File: src/rtl/core/selective_repeat_receiver_unit_assert.svh
// Assertion helpers used by the receiver RTL.
`ifndef SELECTIVE_REPEAT_RECEIVER_UNIT_ASSERT_SVH
`define SELECTIVE_REPEAT_RECEIVER_UNIT_ASSERT_SVH

// Same-cycle implication, disabled while reset is active.
`define SRR_ASSERT_IMPL(label, clk, rst_n, ante, cons) \
  label: assert property (@(posedge clk) disable iff (!(rst_n)) (ante) |-> (cons)) \
    else $error("receiver assertion failed");

// Next-cycle implication, disabled while reset is active.
`define SRR_ASSERT_NEXT(label, clk, rst_n, ante, cons) \
  label: assert property (@(posedge clk) disable iff (!(rst_n)) (ante) |=> (cons)) \
    else $error("receiver assertion failed");

`endif

File: src/rtl/core/srr_pkg.sv
`timescale 1ns / 1ps
`default_nettype none

package srr_pkg;

  // Field widths
  localparam int SEQ_W  = 3;
  localparam int DATA_W = 64;

  // Parameter defaults
  localparam int WINDOW_DEF    = 4;
  localparam int SEQ_SPACE_DEF = 8;

  // Result kinds
  localparam logic KIND_ACK  = 1'b0;
  localparam logic KIND_DATA = 1'b1;

  // Arriving packet
  typedef struct packed {
    logic [SEQ_W-1:0]  seq_num;
    logic              checksum_ok;
    logic [DATA_W-1:0] payload;
  } in_item_t;

  // Ack or delivered word
  typedef struct packed {
    logic              kind;
    logic [SEQ_W-1:0]  ack_num;
    logic [DATA_W-1:0] data_out;
    logic              last;
  } out_item_t;

endpackage

`default_nettype wire

File: src/rtl/core/srr_chan_if.sv
`timescale 1ns / 1ps
`default_nettype none

// Valid/ready channel carrying one payload item per transfer.
interface srr_chan_if #(
  parameter type T = logic
);
  logic valid;
  logic ready;
  T     data;

  modport source (output valid, output data, input ready);
  modport sink   (input valid, input data, output ready);
endinterface

`default_nettype wire

File: src/rtl/core/srr_ram.sv
`timescale 1ns / 1ps
`default_nettype none

// Simple dual-port RAM, one write and one registered read port.
module srr_ram #(
  parameter int WIDTH = 64,
  parameter int DEPTH = 4,
  parameter int AW    = (DEPTH > 1) ? $clog2(DEPTH) : 1
) (
  input  wire logic             clk_i,
  input  wire logic             we_i,
  input  wire logic [AW-1:0]    waddr_i,
  input  wire logic [WIDTH-1:0] wdata_i,
  input  wire logic             re_i,
  input  wire logic [AW-1:0]    raddr_i,
  output logic      [WIDTH-1:0] rdata_o
);

  logic [WIDTH-1:0] mem_q [DEPTH];
  logic [WIDTH-1:0] rdata_q;

  always_ff @(posedge clk_i) begin
    if (we_i) begin
      mem_q[waddr_i] <= wdata_i;
    end
    if (re_i) begin
      rdata_q <= mem_q[raddr_i];
    end
  end

  assign rdata_o = rdata_q;

endmodule

`default_nettype wire

File: src/rtl/core/selective_repeat_receiver_unit.sv
// An accepted packet's ack is registered and on the output in the cycle after its transfer.
// Each delivered word is a read of the payload RAM read port followed by a load into the
//   output register; a load waits while the output is stalled.
// No new packet is accepted while words are delivered or the output is held.
// Reset (async, active low) clears all received marks at once and sets the base to 1.
`timescale 1ns / 1ps
`default_nettype none

`include "selective_repeat_receiver_unit_assert.svh"

module selective_repeat_receiver_unit #(
  parameter int WINDOW    = srr_pkg::WINDOW_DEF,
  parameter int SEQ_SPACE = srr_pkg::SEQ_SPACE_DEF
) (
  input  wire logic clk_i,
  input  wire logic rst_ni,
  srr_chan_if.sink   in_i,
  srr_chan_if.source out_o
);

  import srr_pkg::*;

  localparam int BASE_W = $clog2(SEQ_SPACE);
  localparam int SLOT_W = (WINDOW > 1) ? $clog2(WINDOW) : 1;
  localparam int CNT_W  = $clog2(WINDOW + 1);
  localparam int M1_W   = (SEQ_W > BASE_W) ? SEQ_W : BASE_W;
  localparam int M2_W   = (M1_W > CNT_W) ? M1_W : CNT_W;
  localparam int CW     = M2_W + 1;
  localparam int PREV_LO = (SEQ_SPACE > WINDOW) ? (SEQ_SPACE - WINDOW) : 0;

  typedef enum logic [2:0] {
    S_IDLE = 3'b001,
    S_READ = 3'b010,
    S_LOAD = 3'b100
  } state_e;

  state_e              state_q, state_d;
  logic [BASE_W-1:0]   base_q, base_d;
  logic [SLOT_W-1:0]   head_q, head_d;
  logic [WINDOW-1:0]   rcv_q, rcv_d;
  logic                out_valid_q, out_valid_d;
  out_item_t           out_data_q, out_data_d;

  logic              in_fire, out_free, take, in_win, in_prev, do_ack;
  logic              new_store, start_dlv, dlv_load, next_rcv, ram_re;
  logic [CW-1:0]     seq_x, sum_x, dist_x;
  logic [SLOT_W:0]   slot_sum;
  logic [SLOT_W-1:0] slot_idx, head_nxt;
  logic [BASE_W-1:0] base_nxt;
  logic [DATA_W-1:0] ram_rdata;

  // Window classification of the arriving packet
  always_comb begin
    seq_x   = CW'(in_i.data.seq_num);
    sum_x   = seq_x + CW'(SEQ_SPACE) - CW'(base_q);
    dist_x  = (sum_x >= CW'(SEQ_SPACE)) ? (sum_x - CW'(SEQ_SPACE)) : sum_x;
    take    = in_i.data.checksum_ok && (seq_x < CW'(SEQ_SPACE));
    in_win  = dist_x < CW'(WINDOW);
    in_prev = !in_win && (dist_x >= CW'(PREV_LO));
    do_ack  = take && (in_win || in_prev);
  end

  // Buffer slot of the packet, relative to the head slot
  always_comb begin
    slot_sum = {1'b0, head_q} + dist_x[SLOT_W:0];
    slot_idx = (slot_sum >= (SLOT_W+1)'(WINDOW)) ?
               SLOT_W'(slot_sum - (SLOT_W+1)'(WINDOW)) : slot_sum[SLOT_W-1:0];
  end

  // Next head slot and next base
  assign head_nxt = (head_q == SLOT_W'(WINDOW - 1)) ? '0 : (head_q + 1'b1);
  assign base_nxt = (base_q == BASE_W'(SEQ_SPACE - 1)) ? '0 : (base_q + 1'b1);
  assign next_rcv = rcv_q[head_nxt] && (head_nxt != head_q);

  // Handshakes
  assign out_free    = !out_valid_q || out_o.ready;
  assign in_i.ready  = (state_q == S_IDLE) && out_free;
  assign in_fire     = in_i.valid && in_i.ready;
  assign new_store   = in_fire && take && in_win && !rcv_q[slot_idx];
  assign start_dlv   = in_fire && take && in_win && (dist_x == '0);
  assign dlv_load    = (state_q == S_LOAD) && out_free;
  assign ram_re      = (state_q == S_READ);
  assign out_o.valid = out_valid_q;
  assign out_o.data  = out_data_q;

  // Payload buffer
  srr_ram #(
    .WIDTH (DATA_W),
    .DEPTH (WINDOW),
    .AW    (SLOT_W)
  ) u_payload_ram (
    .clk_i   (clk_i),
    .we_i    (new_store),
    .waddr_i (slot_idx),
    .wdata_i (in_i.data.payload),
    .re_i    (ram_re),
    .raddr_i (head_q),
    .rdata_o (ram_rdata)
  );

  // Sequencer: ack on transfer, then read/load per delivered word
  always_comb begin
    state_d     = state_q;
    base_d      = base_q;
    head_d      = head_q;
    rcv_d       = rcv_q;
    out_valid_d = out_valid_q && !out_o.ready;
    out_data_d  = out_data_q;
    case (state_q)
      S_IDLE: begin
        if (new_store) begin
          rcv_d[slot_idx] = 1'b1;
        end
        if (in_fire && do_ack) begin
          out_valid_d         = 1'b1;
          out_data_d.kind     = KIND_ACK;
          out_data_d.ack_num  = in_i.data.seq_num;
          out_data_d.data_out = '0;
          out_data_d.last     = !start_dlv;
        end
        if (start_dlv) begin
          state_d = S_READ;
        end
      end
      S_READ: begin
        state_d = S_LOAD;
      end
      S_LOAD: begin
        if (out_free) begin
          out_valid_d         = 1'b1;
          out_data_d.kind     = KIND_DATA;
          out_data_d.ack_num  = '0;
          out_data_d.data_out = ram_rdata;
          out_data_d.last     = !next_rcv;
          rcv_d[head_q]       = 1'b0;
          head_d              = head_nxt;
          base_d              = base_nxt;
          state_d             = next_rcv ? S_READ : S_IDLE;
        end
      end
      default: begin
        state_d = S_IDLE;
      end
    endcase
  end

  // Control registers
  always_ff @(posedge clk_i or negedge rst_ni) begin
    if (!rst_ni) begin
      state_q     <= S_IDLE;
      base_q      <= BASE_W'(1 % SEQ_SPACE);
      head_q      <= '0;
      rcv_q       <= '0;
      out_valid_q <= 1'b0;
    end else begin
      state_q     <= state_d;
      base_q      <= base_d;
      head_q      <= head_d;
      rcv_q       <= rcv_d;
      out_valid_q <= out_valid_d;
    end
  end

  // Output payload register
  always_ff @(posedge clk_i) begin
    out_data_q <= out_data_d;
  end

  // A delivered word always comes from a slot marked received
  `SRR_ASSERT_IMPL(a_load_rcv, clk_i, rst_ni, state_q == S_LOAD, rcv_q[head_q])
  // An ack not marked last is always followed by a delivery read
  `SRR_ASSERT_NEXT(a_ack_cont, clk_i, rst_ni, in_fire && start_dlv, state_q == S_READ)
  // A delivery not marked last leads to another read
  `SRR_ASSERT_NEXT(a_dlv_cont, clk_i, rst_ni, dlv_load && next_rcv, state_q == S_READ)
  // The new head slot is empty right after a last delivery, in the one-slot case too
  `SRR_ASSERT_NEXT(a_dlv_clear, clk_i, rst_ni, dlv_load && !next_rcv, !rcv_q[head_q])

endmodule

`default_nettype wire

File: src/flat_wrapper.sv
// flat-port wrapper written by rule: the top's interface ports become plain ports
module selective_repeat_receiver_unit_flat import srr_pkg::*;
#(
  parameter int WINDOW    = srr_pkg::WINDOW_DEF,
  parameter int SEQ_SPACE = srr_pkg::SEQ_SPACE_DEF
)
  (clk_i, rst_ni, in_i_valid, in_i_data, in_i_ready, out_o_valid, out_o_data, out_o_ready);
  srr_chan_if #(.T(in_item_t)) in_i_i ();
  srr_chan_if #(.T(out_item_t)) out_o_i ();
  input  wire logic clk_i;
  input  wire logic rst_ni;
  input wire logic [$bits(in_i_i.valid)-1:0] in_i_valid;
  input wire logic [$bits(in_i_i.data)-1:0] in_i_data;
  output wire logic [$bits(in_i_i.ready)-1:0] in_i_ready;
  output wire logic [$bits(out_o_i.valid)-1:0] out_o_valid;
  output wire logic [$bits(out_o_i.data)-1:0] out_o_data;
  input wire logic [$bits(out_o_i.ready)-1:0] out_o_ready;
  assign in_i_i.valid = in_i_valid;
  assign in_i_i.data = in_i_data;
  assign in_i_ready = in_i_i.ready;
  assign out_o_valid = out_o_i.valid;
  assign out_o_data = out_o_i.data;
  assign out_o_i.ready = out_o_ready;
  selective_repeat_receiver_unit #(.WINDOW(WINDOW), .SEQ_SPACE(SEQ_SPACE)) u_core (.clk_i(clk_i), .rst_ni(rst_ni), .in_i(in_i_i), .out_o(out_o_i));
endmodule
File: config.mk
export PLATFORM = sky130hd
export DESIGN_NAME = selective_repeat_receiver_unit_flat
export DESIGN_NICKNAME = d
export VERILOG_FILES = /design/src/rtl/core/srr_pkg.sv /design/src/rtl/core/srr_chan_if.sv /design/src/rtl/core/srr_ram.sv /design/src/rtl/core/selective_repeat_receiver_unit.sv /design/src/flat_wrapper.sv
export VERILOG_INCLUDE_DIRS = /design/src /design/src/rtl/core
export SDC_FILE = /design/constraint.sdc
export NUM_CORES = 1
export LEC_CHECK = 0
export ABC_AREA = 1
export ABC_CLOCK_PERIOD_IN_PS = 20600
export BUFFER_PORTS_ARGS = -buffer_cell sky130_fd_sc_hd__buf_2
export CORE_ASPECT_RATIO = 0.75
export CORE_UTILIZATION = 41
export CTS_BUF_LIST = sky130_fd_sc_hd__clkbuf_8
export DETAILED_ROUTE_END_ITERATION = 8
export PLACE_DENSITY = 0.65
export SLEW_MARGIN = 20
export SYNTH_ARGS = -nofsm -noshare
export SYNTH_HDL_FRONTEND = slang
export SYNTH_HIERARCHICAL = 1
export SYNTH_SLANG_ARGS = --single-unit
File: constraint.sdc
create_clock -name clk_i -period 20.6 [get_ports clk_i]
set_input_delay 2.06 -clock clk_i [delete_from_list [all_inputs] [get_ports clk_i]]
set_output_delay 2.06 -clock clk_i [all_outputs]
set_load 0.02 [all_outputs]
==> results_dict.tcl <==
set metrics [dict create \
    p_per_area_nw_per_um2 119 \
    power.sequential.fraction_pct 48.9 \
    h-tree-depth 2 \
    dr.pass1.iters 5 \
    grt_max_degree 91 \
    boundaryPins 143 \
    hold_viol_final 0 \
    yosysSeqAreaShare_pct 73.5 \
    slew_viol_final 0 \
    critPathArrivalTime_ns 5.11 \
    end_kind "flop" \
    irDropWorstVdd_uv 61.2 \
    synth_cells 1436 \
    path_class "in2reg" \
    instances_no_fill 2171 \
    fp.dieW_um 232 \
    clkTransAtPathRegs_ns 0.06 \
    placed_area_um2 17600 \
    ys_warn_count 6 \
    syn-num-nets 1517 \
    p_int_mw 1.48 \
    setup_viol 0 \
    fmax_mhz 205 \
    netlist_area_um2 16300 \
    p_sw_share_pct 33.3 \
    switchingPower_mw 0.739 \
    cts_setup_buffers 0 \
    via_per_inst 4.50 \
    synth.avg_cell_area_um2 11.4 \
    overflow 0 \
    fillers 3493 \
    utilization_pct 48.1 \
    fp-row-count 62 \
    hold_class "reg2reg" \
    syn2layout_area_growth_pct 14.3 \
    fp.coreArea_um2 38800 \
    drtIter0Drc 684 \
    worst_pin_slew_ns 1.02 \
    wl_per_cell_um 15.1 \
    worstSetupStartpointType "input port" \
    cts_buffer_depth 3 \
    cts_buffers 60 \
    clockRootBuffer "clkbuf_8" \
    num_vias 9766 \
    wl_um 32800 \
    clock_latency_ns 0.62 \
    clockPowerShare_pct 26.9 \
    cap_violations 0 \
    die_h_um 175 \
    report.power.total_mw 2.22 \
    rsz0062_at_grt "no" \
    combPwrFrac_pct 24.2 \
    layout-drive-gt1-share_pct 15.4 \
    io_buffers 142 \
    skew_ns 0.0282 \
    cp.required_ns 20.82 \
    placed_cells_incl_taps 2055 \
    place.detailed.hpwl_um 19300 \
    grt.total_usage_pct 16.5 \
    nNetsFinal 1686 \
    yosysUniqueCellTypes 25 \
    ant_nets 0 \
    fin_tns_setup_ns 0 \
    gp_congestion 0.774 \
    p_leak_nw 8.39 \
    cts_tree "built" \
    hold_buffers 0 \
    fin_area_um2 18700 \
    antenna_found_initial 7 \
    ys_ff_latch 402 \
    initial_utilization_pct 42.1 \
    crit_path_max_fanout 52 \
    ctsResizeCount 0 \
    cts_sinks 402 \
    grt_pass1_vias 9672 \
    die_area_um2 40600 \
    finalCritPeriodShare_pct 23.7 \
    slew_headroom_pct 32.3 \
    status "complete, no violations" \
    grt_pass1_wl_um 51500 \
    period_needed_ns 4.89 \
    drc 0 \
]
## layout by cell type, fill, tap and decap left out, types with 2 or more instances in the layout
cell type	synthesis	routed
edfxtp_1	389	389
nand2_1	381	380
inv_1	351	366
nand3_1	145	145
buf_2	27	142
nor2_1	71	71
clkbuf_8	0	60
clkinv_1	0	17
buf_4	14	14
clkinv_2	0	12
o21ai_0	9	9
dfrtp_1	11	9
ha_1	8	8
diode_2	0	7
nor3_2	0	4
bufinv_16	0	2
nor3_4	1	2
nor2_4	2	2
nand4_1	2	2
nand2_2	2	2
inv_2	3	2
dfstp_2	2	2
dfrtp_4	0	2
## cell families after synthesis
| logic type | Yosys count | synth area share (%) |
|---|---|---|
| AO/OA/AOI/OAI | 10 | 0.322 |
| adder cells (fa/ha/maj) | 9 | 0.735 |
| buffers and inverters | 403 | 9.84 |
| flip-flops | 402 | 73.5 |
| AND/OR/NAND/NOR | 612 | 15.6 |
## path summary, 6_finish.rpt
check                           depth (start not counted)                              from  slack [ns]                                 to
min in group asynchronous                               1                            rst_ni        1.34                   u_core/head_q[1]
worst max-delay path                                   15                     in_i_data[65]       15.71  u_core/u_payload_ram/mem_q[0][17]
worst max register to register                         12                  u_core/head_q[1]       16.67  u_core/u_payload_ram/mem_q[0][17]
worst min register to register                          2  u_core/u_payload_ram/rdata_o[35]        0.54              u_core/out_o.data[36]
worst min-delay path                                    2  u_core/u_payload_ram/rdata_o[35]        0.54              u_core/out_o.data[36]
max in group asynchronous                               1                            rst_ni       18.95                  u_core/state_q[0]
## cell usage after synthesis (all sizes together)
cell | count | area (um2)
clkbuf | 5 | 18.8
buf | 44 | 259
edfxtp | 389 | 11700
o21ai | 9 | 45.0
nor3 | 6 | 41.3
nand2 | 383 | 1440
nor2 | 74 | 295
o21a | 1 | 7.51
inv | 354 | 1330
ha | 8 | 100
fa | 1 | 20.0
dfstp | 2 | 52.6
nand3 | 147 | 753
dfrtp | 11 | 275
nand4 | 2 | 12.5
## sequential cells by signal, summed over array words and instances, names as in the netlist
name,cells
u_core/head_q,2
u_core/state_q,3
u_core/u_payload_ram/rdata_o,64
u_core/base_q,3
u_core/out_o.data,69
u_core/rcv_q,4
u_core/u_payload_ram/mem_q,256
u_core/out_o.valid,1
## power by group through the flow
stage / Sequential, mW / Clock [mW] / Combinational, mW
floorplan: 1.10 / 0 / 0.396
global placement: 1.10 / 0 / 0.527
detailed placement: 1.10 / 0 / 0.539
CTS: 1.09 / 0.618 / 0.541
global route: 1.09 / 0.652 / 0.608
finish: 1.08 / 0.597 / 0.536
## area by class of cell
class | instances | area [um2] | area share (%)
diodes | 7 | 17.5 | 0.0938
clock buffers | 60 | 826 | 4.42
clock inverters | 49 | 268 | 1.43
inverters | 354 | 1330 | 7.13
multi-input cells | 631 | 2760 | 14.8
flip-flops and latches | 402 | 12000 | 64.4
well taps | 512 | 641 | 3.43
repair buffers | 156 | 816 | 4.37
## stage by stage
stage / worst slack (ns) / hold slack [ns]
global placement: 14.83 / 0.495
finish: 15.71 / 0.540
CTS: 15.40 / 0.540
detailed placement: 14.80 / 0.524
floorplan: 12.27 / 0.476
global route: 15.49 / 0.554
## worst max-delay path, stage by stage
cell	delay, ns
buf_2	0.08
inv_1	0.05
ha_1	0.21
fa_1	0.56
inv_1	0.07
nand2_1	0.08
nand2_1	0.05
nand2_1	0.11
nand3_1	0.09
nand2_1	0.09
nand2_2	0.11
inv_1	0.08
inv_1	0.10
nor3_4	0.56
buf_4	0.78
## metal layers
metal,vias to the layer above,global-route usage (%),part of all wire (%)
met3,66,4.13,6.2
met1,4588,22.3,46
met4,2,5.53,2.4
met5,-,0,0.024
met2,236,26.0,46
li1,4874,-,-
(Power assumes the default switching activity.)
